$ cat config.mk
export PLATFORM = sky130hd
export DESIGN_NAME = mwc_random_generator
export DESIGN_NICKNAME = d
export VERILOG_FILES = /design/src/design/mwc_pkg.sv /design/src/design/mwc_random_generator.sv /design/src/design/mwc_controller.sv /design/src/design/mwc_datapath.sv
export SDC_FILE = /design/constraint.sdc
export NUM_CORES = 2
export LEC_CHECK = 0
export BUFFER_PORTS_ARGS = -buffer_cell sky130_fd_sc_hd__buf_2
export CORE_MARGIN = 5
export CORE_UTILIZATION = 32
export CTS_BUF_LIST = sky130_fd_sc_hd__clkbuf_2 sky130_fd_sc_hd__clkbuf_4 sky130_fd_sc_hd__clkbuf_8
export DETAILED_ROUTE_END_ITERATION = 8
export MAX_ROUTING_LAYER = met4
export PLACE_DENSITY = 0.48
export SLEW_MARGIN = 20
export SYNTH_ARGS = -nofsm -noshare
export SYNTH_HDL_FRONTEND = slang
export SYNTH_SLANG_ARGS = --single-unit
$ cat constraint.sdc
create_clock -name clock -period 8.6 [get_ports clock]
set_clock_uncertainty 0.15 [all_clocks]
set_input_delay 2.15 -clock clock [delete_from_list [all_inputs] [get_ports clock]]
set_output_delay 2.15 -clock clock [all_outputs]
set_load 0.005 [all_outputs]
$ cat src/design/mwc_pkg.sv
// Shared types, constants and step function for the multiply-with-carry generator.
// Used by mwc_controller, mwc_datapath and mwc_random_generator.
`default_nettype none

package mwc_pkg;

   // generator constants
   localparam logic [15:0] MUL_UP      = 16'd36969;
   localparam logic [15:0] MUL_LO      = 16'd18000;
   localparam logic [31:0] DEF_UP      = 32'hfc7d2ba2;
   localparam logic [31:0] DEF_LO      = 32'h534ffd12;
   localparam logic [31:0] SPLIT_UP    = 32'h55555555;
   localparam logic [31:0] SPLIT_LO    = 32'haaaaaaaa;
   localparam int          FRAC_W      = 23;
   localparam int          SPAN_W      = 33;
   localparam int          PROD_W      = FRAC_W + 32;

   // register indexes of the configuration port
   localparam logic [1:0] CSR_SEED_FIRST  = 2'd0;
   localparam logic [1:0] CSR_SEED_SECOND = 2'd1;
   localparam logic [1:0] CSR_SPLIT_MODE  = 2'd2;

   typedef enum logic [2:0] {
      KIND_RAW    = 3'd0,
      KIND_RANGED = 3'd1,
      KIND_UNIT   = 3'd2,
      KIND_SIGNED = 3'd3,
      KIND_RESEED = 3'd4
   } kind_type;

   typedef enum logic [2:0] {
      ST_IDLE,
      ST_MULT,
      ST_EMIT,
      ST_WARM1,
      ST_WARM2
   } state_type;

   // controller to datapath
   typedef struct packed {
      logic advance;
      logic seed_load;
      logic capture;
      logic product;
      logic emit;
   } cmd_type;

   // datapath to controller
   typedef struct packed {
      logic out_free;
   } status_type;

   // one multiply-with-carry step of a 16-bit value / 16-bit carry word
   function automatic logic [31:0] mwc_half_step(input logic [31:0] s, input logic [15:0] m);
      logic [31:0] prod;
      prod = {16'h0, m} * {16'h0, s[15:0]};
      return prod + {16'h0, s[31:16]};
   endfunction

endpackage

`default_nettype wire

$ cat src/design/mwc_random_generator.sv
// Multiply-with-carry random generator: configuration registers and top-level wiring.
// Depends on mwc_pkg, mwc_controller and mwc_datapath.
//
// Usage:
//   Request channel (req_valid / req_stall) carries kind, range_low, range_high.
//   Kinds 0..3 draw one word and return one result on the rsp_ channel:
//   raw word, ranged integer, unit fraction, or signed fraction. Kind 4 reseeds
//   from the csr_ registers and returns nothing; kinds 5..7 are dropped.
//   Configuration is a write-only port (csr_write, csr_index, csr_data), to be
//   written only while the block is idle, by the user; the block does not enforce it.
// Sequence:
//   A draw: the transfer edge advances the state, the next cycle (ST_MULT) forms
//   the range product, and the result register loads from ST_EMIT once the output is free.
//   A new request is taken in the cycle the previous result is loaded, not
//   before, so a stalled output also holds off the next draw.
//   A split-mode reseed loads the seeds and then runs two warm-up steps
//   (ST_WARM1, ST_WARM2); a direct reseed only loads the seeds.
// Reset: state returns to its default words, seeds clear, split mode is set.
// A stalled result holds; one result is buffered, and a further draw waits.
`default_nettype none

module mwc_random_generator
   import mwc_pkg::*;
(
   input  wire logic        clock,
   input  wire logic        reset,
   input  wire logic        req_valid,
   output logic             req_stall,
   input  wire logic [2:0]  req_kind,
   input  wire logic [31:0] req_range_low,
   input  wire logic [31:0] req_range_high,
   output logic             rsp_valid,
   input  wire logic        rsp_stall,
   output logic [31:0]      rsp_value,
   output logic [FRAC_W-1:0] rsp_fraction,
   output logic             rsp_negative,
   input  wire logic        csr_write,
   input  wire logic [1:0]  csr_index,
   input  wire logic [31:0] csr_data
);

   logic [31:0] seed_first_ff;
   logic [31:0] seed_second_ff;
   logic        split_mode_ff;
   cmd_type     cmd;
   status_type  status;

   // configuration registers; unknown indexes are ignored
   always_ff @(posedge clock) begin
      if (reset) begin
         seed_first_ff  <= 32'h0;
         seed_second_ff <= 32'h0;
         split_mode_ff  <= 1'b1;
      end else if (csr_write) begin
         case (csr_index)
            CSR_SEED_FIRST:  seed_first_ff  <= csr_data;
            CSR_SEED_SECOND: seed_second_ff <= csr_data;
            CSR_SPLIT_MODE:  split_mode_ff  <= csr_data[0];
            default:         split_mode_ff  <= split_mode_ff;
         endcase
      end
   end

   mwc_controller u_controller (
      .clock      (clock),
      .reset      (reset),
      .req_valid  (req_valid),
      .req_kind   (req_kind),
      .split_mode (split_mode_ff),
      .status     (status),
      .req_stall  (req_stall),
      .cmd        (cmd)
   );

   mwc_datapath u_datapath (
      .clock          (clock),
      .reset          (reset),
      .cmd            (cmd),
      .req_kind       (req_kind),
      .req_range_low  (req_range_low),
      .req_range_high (req_range_high),
      .seed_first     (seed_first_ff),
      .seed_second    (seed_second_ff),
      .split_mode     (split_mode_ff),
      .rsp_stall      (rsp_stall),
      .status         (status),
      .rsp_valid      (rsp_valid),
      .rsp_value      (rsp_value),
      .rsp_fraction   (rsp_fraction),
      .rsp_negative   (rsp_negative)
   );

endmodule

`default_nettype wire

$ cat src/design/mwc_controller.sv
// Sequencer for the multiply-with-carry generator: accept, multiply, emit, warm-up.
// Depends on mwc_pkg; drives the command struct of mwc_datapath.
`default_nettype none

module mwc_controller
   import mwc_pkg::*;
(
   input  wire logic       clock,
   input  wire logic       reset,
   input  wire logic       req_valid,
   input  wire logic [2:0] req_kind,
   input  wire logic       split_mode,
   input  wire status_type status,
   output logic            req_stall,
   output cmd_type         cmd
);

   state_type state_ff;
   state_type state_in;
   state_type after_accept;
   logic      open;
   logic      accept;
   logic      is_draw;
   logic      is_reseed;
   kind_type  kind;

   assign kind      = kind_type'(req_kind);
   assign is_draw   = (kind == KIND_RAW) || (kind == KIND_RANGED) ||
                      (kind == KIND_UNIT) || (kind == KIND_SIGNED);
   assign is_reseed = (kind == KIND_RESEED);

   // take a request when idle, or in the cycle the previous result leaves
   assign open      = (state_ff == ST_IDLE) || ((state_ff == ST_EMIT) && status.out_free);
   assign req_stall = !open;
   assign accept    = req_valid && open;

   // state that follows a transfer on the request side
   always_comb begin
      after_accept = ST_IDLE;
      if (accept && is_draw) begin
         after_accept = ST_MULT;
      end else if (accept && is_reseed && split_mode) begin
         after_accept = ST_WARM1;
      end
   end

   // next state
   always_comb begin
      state_in = state_ff;
      case (state_ff)
         ST_IDLE:  state_in = after_accept;
         ST_MULT:  state_in = ST_EMIT;
         ST_EMIT:  state_in = status.out_free ? after_accept : ST_EMIT;
         ST_WARM1: state_in = ST_WARM2;
         ST_WARM2: state_in = ST_IDLE;
         default:  state_in = ST_IDLE;
      endcase
   end

   // commands
   always_comb begin
      cmd = '0;
      case (state_ff)
         ST_MULT:  cmd.product = 1'b1;
         ST_EMIT:  cmd.emit    = status.out_free;
         ST_WARM1: cmd.advance = 1'b1;
         ST_WARM2: cmd.advance = 1'b1;
         default:  cmd = '0;
      endcase
      if (accept && is_draw) begin
         cmd.advance = 1'b1;
         cmd.capture = 1'b1;
      end
      if (accept && is_reseed) begin
         cmd.seed_load = 1'b1;
      end
   end

   always_ff @(posedge clock) begin
      if (reset) begin
         state_ff <= ST_IDLE;
      end else begin
         state_ff <= state_in;
      end
   end

   // a draw always runs its multiply cycle next
   a_draw_to_mult: assert property (@(posedge clock) disable iff (reset)
      (accept && is_draw) |=> (state_ff == ST_MULT))
      else $error("draw not followed by multiply");

   // warm-up is exactly two steps
   a_warm_pair: assert property (@(posedge clock) disable iff (reset)
      (state_ff == ST_WARM1) |=> (state_ff == ST_WARM2 && cmd.advance))
      else $error("warm-up sequence broken");

   // never advance and load the state at once
   a_state_cmd: assert property (@(posedge clock) disable iff (reset)
      $onehot0({cmd.advance, cmd.seed_load}))
      else $error("conflicting state commands");

endmodule

`default_nettype wire

$ cat src/design/mwc_datapath.sv
// Generator state, range multiply and result register of the multiply-with-carry generator.
// Depends on mwc_pkg; commanded by mwc_controller.
`default_nettype none

module mwc_datapath
   import mwc_pkg::*;
(
   input  wire logic        clock,
   input  wire logic        reset,
   input  wire cmd_type     cmd,
   input  wire logic [2:0]  req_kind,
   input  wire logic [31:0] req_range_low,
   input  wire logic [31:0] req_range_high,
   input  wire logic [31:0] seed_first,
   input  wire logic [31:0] seed_second,
   input  wire logic        split_mode,
   input  wire logic        rsp_stall,
   output status_type       status,
   output logic             rsp_valid,
   output logic [31:0]      rsp_value,
   output logic [FRAC_W-1:0] rsp_fraction,
   output logic             rsp_negative
);

   logic [31:0]       upper_ff, upper_in;
   logic [31:0]       lower_ff, lower_in;
   kind_type          kind_ff;
   logic [31:0]       low_ff;
   logic [SPAN_W-1:0] span_ff;
   logic [PROD_W-1:0] prod_ff;
   logic              rsp_valid_ff;
   logic [31:0]       word;
   logic [31:0]       seed_up;
   logic [31:0]       seed_lo;
   logic [31:0]       value_in;

   // current 32-bit output word
   assign word = {upper_ff[15:0], lower_ff[15:0]};

   // zero seeds fall back to the defaults
   assign seed_up = (seed_first  != 32'h0) ? seed_first  : DEF_UP;
   assign seed_lo = (seed_second != 32'h0) ? seed_second : DEF_LO;

   // generator state: advance, reseed or hold
   always_comb begin
      upper_in = upper_ff;
      lower_in = lower_ff;
      if (cmd.advance) begin
         upper_in = mwc_half_step(upper_ff, MUL_UP);
         lower_in = mwc_half_step(lower_ff, MUL_LO);
      end else if (cmd.seed_load) begin
         if (split_mode) begin
            upper_in = seed_up & SPLIT_UP;
            lower_in = seed_up & SPLIT_LO;
         end else begin
            upper_in = seed_up;
            lower_in = seed_lo;
         end
      end
   end

   always_ff @(posedge clock) begin
      if (reset) begin
         upper_ff <= DEF_UP;
         lower_ff <= DEF_LO;
      end else begin
         upper_ff <= upper_in;
         lower_ff <= lower_in;
      end
   end

   // capture request operands; span is held in 33 bits so the full range is 2^32
   always_ff @(posedge clock) begin
      if (cmd.capture) begin
         kind_ff <= kind_type'(req_kind);
         low_ff  <= req_range_low;
         span_ff <= {1'b0, req_range_high - req_range_low} + SPAN_W'(1);
      end
   end

   // scale the fraction by the span; bit 32 of the span only occurs alone
   always_ff @(posedge clock) begin
      if (cmd.product) begin
         if (span_ff[SPAN_W-1]) begin
            prod_ff <= {word[FRAC_W-1:0], 32'h0};
         end else begin
            prod_ff <= {{(PROD_W-32){1'b0}}, span_ff[31:0]} *
                       {{(PROD_W-FRAC_W){1'b0}}, word[FRAC_W-1:0]};
         end
      end
   end

   // select the result value by kind
   always_comb begin
      case (kind_ff)
         KIND_RAW:    value_in = word;
         KIND_RANGED: value_in = low_ff + prod_ff[PROD_W-1:FRAC_W];
         default:     value_in = 32'h0;
      endcase
   end

   // result register: load on emit, drop after the transfer
   always_ff @(posedge clock) begin
      if (reset) begin
         rsp_valid_ff <= 1'b0;
      end else if (cmd.emit) begin
         rsp_valid_ff <= 1'b1;
      end else if (!rsp_stall) begin
         rsp_valid_ff <= 1'b0;
      end
   end

   always_ff @(posedge clock) begin
      if (cmd.emit) begin
         rsp_value    <= value_in;
         rsp_fraction <= word[FRAC_W-1:0];
         rsp_negative <= (kind_ff == KIND_SIGNED) ? word[31] : 1'b0;
      end
   end

   assign rsp_valid       = rsp_valid_ff;
   assign status.out_free = !rsp_valid_ff || !rsp_stall;

   // an emitted result is always presented next cycle
   a_emit_valid: assert property (@(posedge clock) disable iff (reset)
      cmd.emit |=> rsp_valid_ff)
      else $error("emitted result not presented");

   // full-range span yields a product with a clear low word
   a_full_span: assert property (@(posedge clock) disable iff (reset)
      (cmd.product && span_ff[SPAN_W-1]) |=> (prod_ff[31:0] == 32'h0))
      else $error("full-range product malformed");

   // a direct reseed never leaves a zero upper or lower state
   a_seed_nonzero: assert property (@(posedge clock) disable iff (reset)
      (cmd.seed_load && !split_mode) |=> (upper_ff != 32'h0 && lower_ff != 32'h0))
      else $error("direct reseed loaded zero state");

endmodule

`default_nettype wire
==> results.json <==
{
  "htree_num_levels": 2,
  "numCtsBuffers": 55,
  "fp.dieH_um": 385.3,
  "root_buffer": "clkbuf_8",
  "core_um2": 139700,
  "final_layout_size_suffix_gt1_frac": 0.1017,
  "cp_data_required_time_ns": 8.87,
  "synth.ff_latch_count": 289,
  "grt_first_pass_wirelength_mm": 223.3,
  "crit_top_cell": "fa_1",
  "avgSynthCellArea_um2": 9.134,
  "place_ws_ns": 0.02924,
  "finalNetCount": 6430,
  "fmax_mhz": 119.8,
  "cts_hold_buf": 0,
  "critPathMaxStageDelay_ns": 0.59,
  "synth_cells": 4935,
  "dp_hpwl_mm": 119.4,
  "path_buf_inv": 8,
  "start_kind": "flop",
  "grt_max_degree": 98,
  "antenna_found_initial": 14,
  "grt_usage": 0.2030,
  "drc": 0,
  "area_delta_synth_final_pct": 11.57,
  "ant_nets": 0,
  "tritoncts": "done",
  "synth_area_um2": 45080,
  "row_count": 137,
  "async_flop_share": 0,
  "final_common_cell": "inv_1",
  "worst_pin_slew_ns": 1.093,
  "synth_ff_type": "edfxtp_1",
  "path_max_fanout": 7,
  "synthDistinctLibCells": 76,
  "drt_iter0_drc": 2381,
  "die-area_um2": 148500,
  "dr.pass1.iters": 6,
  "ys_seq_area_frac": 0.1630,
  "cpLargestDelayFamily": "adder cells",
  "cts_max_path_buffers": 3,
  "setup_violations": 0,
  "finalMaxSlewViolations": 0,
  "synth_top_area_share": 0.3180,
  "initial_core_util": 0.3227,
  "ios": 164,
  "synth_top_cell_by_area": "fa_1",
  "final_cell_mix": "inv_1, fa_1, nand2_1",
  "vias": 34470,
  "gp_congestion": 0.8935,
  "insertion_delay_ns": 0.70,
  "synth_edf_count": 156,
  "vias_per_cell": 4.894,
  "hold_class": "reg -> reg",
  "io_buffers": 163,
  "clkTransAtPathRegs_ns": 0.06,
  "crit_type": "reg -> reg",
  "cp-end-kind": "flop",
  "synth.area.top_cells": "fa_1, ha_1, edfxtp_1",
  "min_period_ns": 8.346,
  "routedWlPerCell_um": 20.66,
  "slowest_stage": "fa_1",
  "grt_pass1_vias": 35830,
  "fin_ws_ns": 0.2538,
  "finalHoldViolCount": 0,
  "die_w_um": 385.3,
  "slew_headroom": 0.2695,
  "numClockSinks": 289,
  "outcome": "complete, no violations",
  "wirelength_mm": 145.5,
  "finalCritPeriodShare": 0.9705,
  "syn-num-nets": 6251,
  "fillers": 14440,
  "critPathArrivalTime_ns": 8.62,
  "max-cap-violations": 0,
  "ys_warn_count": 0,
  "grt_overflow": 0
}
## metal layers
metal  share of wire  wire length (um)  global-route usage  vias to the layer above
li1                -                 -                   -                    16110
met1            0.47             68470              0.2822                    17440
met2            0.46             67380              0.3242                      757
met3           0.046              6633             0.02125                      156
met4           0.021              3010             0.04022                        0
met5               0                 0                   -                        -
## registers in the layout, summed over array words and instances, names as in the netlist
register	cells
seed_first_ff	32
seed_second_ff	32
split_mode_ff	1
u_controller.state_ff	3
u_datapath.kind_ff	3
u_datapath.low_ff	32
u_datapath.lower_ff	32
u_datapath.prod_ff	32
u_datapath.rsp_fraction	23
u_datapath.rsp_negative	1
u_datapath.rsp_valid	1
u_datapath.rsp_value	32
u_datapath.span_ff	33
u_datapath.upper_ff	32
## worst paths after layout
kind	cells after the start	to	slack [ns]	from
worst max-delay path	28	u_datapath.prod_ff[51]	0.25	u_datapath.span_ff[7]
worst min-delay path	2	seed_first_ff[8]	0.32	seed_first_ff[8]
worst max register to register	28	u_datapath.prod_ff[51]	0.25	u_datapath.span_ff[7]
worst min register to register	2	seed_first_ff[8]	0.32	seed_first_ff[8]
## metrics by stage
step	hold WS [ns]	util	cells	TNS (ns)	area, um2
5_1_grt	0.3478	0.3600	7041	-0.005691	50290
4_1_cts	0.3191	0.3582	7011	0	50040
3_5_place_dp	0.3094	0.3488	6902	0	48730
3_3_place_gp	0.3089	0.3488	6902	0	48730
2_1_floorplan	0.2942	-	4935	0	45080
6_report	0.3191	0.3600	7043	0	50290
## logic make-up (layout without fill, tap and decap cells)
family | Yosys count | after routing | synth area share
other | 0 | 7 | 0
DFF | 289 | 289 | 0.1630
and+or+nand+nor | 1432 | 1432 | 0.1518
muxes | 10 | 10 | 0.002387
AOI/OAI and AO/OA | 693 | 693 | 0.1001
adders and majority gates | 1211 | 1211 | 0.4553
buffers and inverters | 1129 | 1354 | 0.09410
xor gates and xnor gates | 171 | 171 | 0.03323
## worst reg2reg max path: cells and delay by family, from the launching register on
kind	cells	cell delay, ns
adder cells (fa/ha/maj)	8	3.75
AO/OA/AOI/OAI	6	1.63
buffers and inverters	8	0.90
AND/OR/NAND/NOR	4	0.72
flip-flops	1	0.52
multiplexers	1	0.27
XOR/XNOR	1	0.13
## cell type report
type | count | area (um2) | share of cell area
multi-input combinational | 3517 | 33570 | 0.6675
clock inverter | 24 | 247.7 | 0.004926
clock buffer | 79 | 1018 | 0.02025
timing repair buffer | 361 | 2367 | 0.04707
inverter | 890 | 3342 | 0.06645
sequential | 289 | 7381 | 0.1468
antenna | 7 | 17.52 | 0.0003483
tap | 1876 | 2347 | 0.04667
## timing repair
| item | 4_1_cts | 5_1_grt |
|---|---|---|
| pin swaps | 0 | 3 |
| endpoints found under the setup margin | 2 | 14 |
| setup buffers | 6 | 25 |
| resized for setup | 0 | 11 |
## cells in the mapped netlist, types with 8 or more instances
library cell and n:
inv_1 890, fa_1 716, nand2_1 694, ha_1 494, and2_1 321, a21oi_1 222, clkbuf_1 210, edfxtp_1 156
nor2_1 142, dfxtp_1 133, o21ai_0 122, xnor2_1 108, a21o_1 71, xor2_1 63, nor3_1 52, nand3_1 34
a211oi_1 33, nand2b_1 31, nand4_1 30, o21bai_1 29, o21a_1 28, a22o_1 27, buf_1 26, nor4_1 24
nor2b_1 20, o211ai_1 20, a31oi_1 16, nor3b_1 16, a211o_1 14, o31ai_1 14, or3_1 14, a311oi_1 13
and3_1 12, or2_2 12, a221oi_1 9, nand3b_1 8, o221ai_1 8
Power is left out: the tool's default activity adds up to more than one toggle a clock period on the data nets, which glitch-free logic cannot reach.
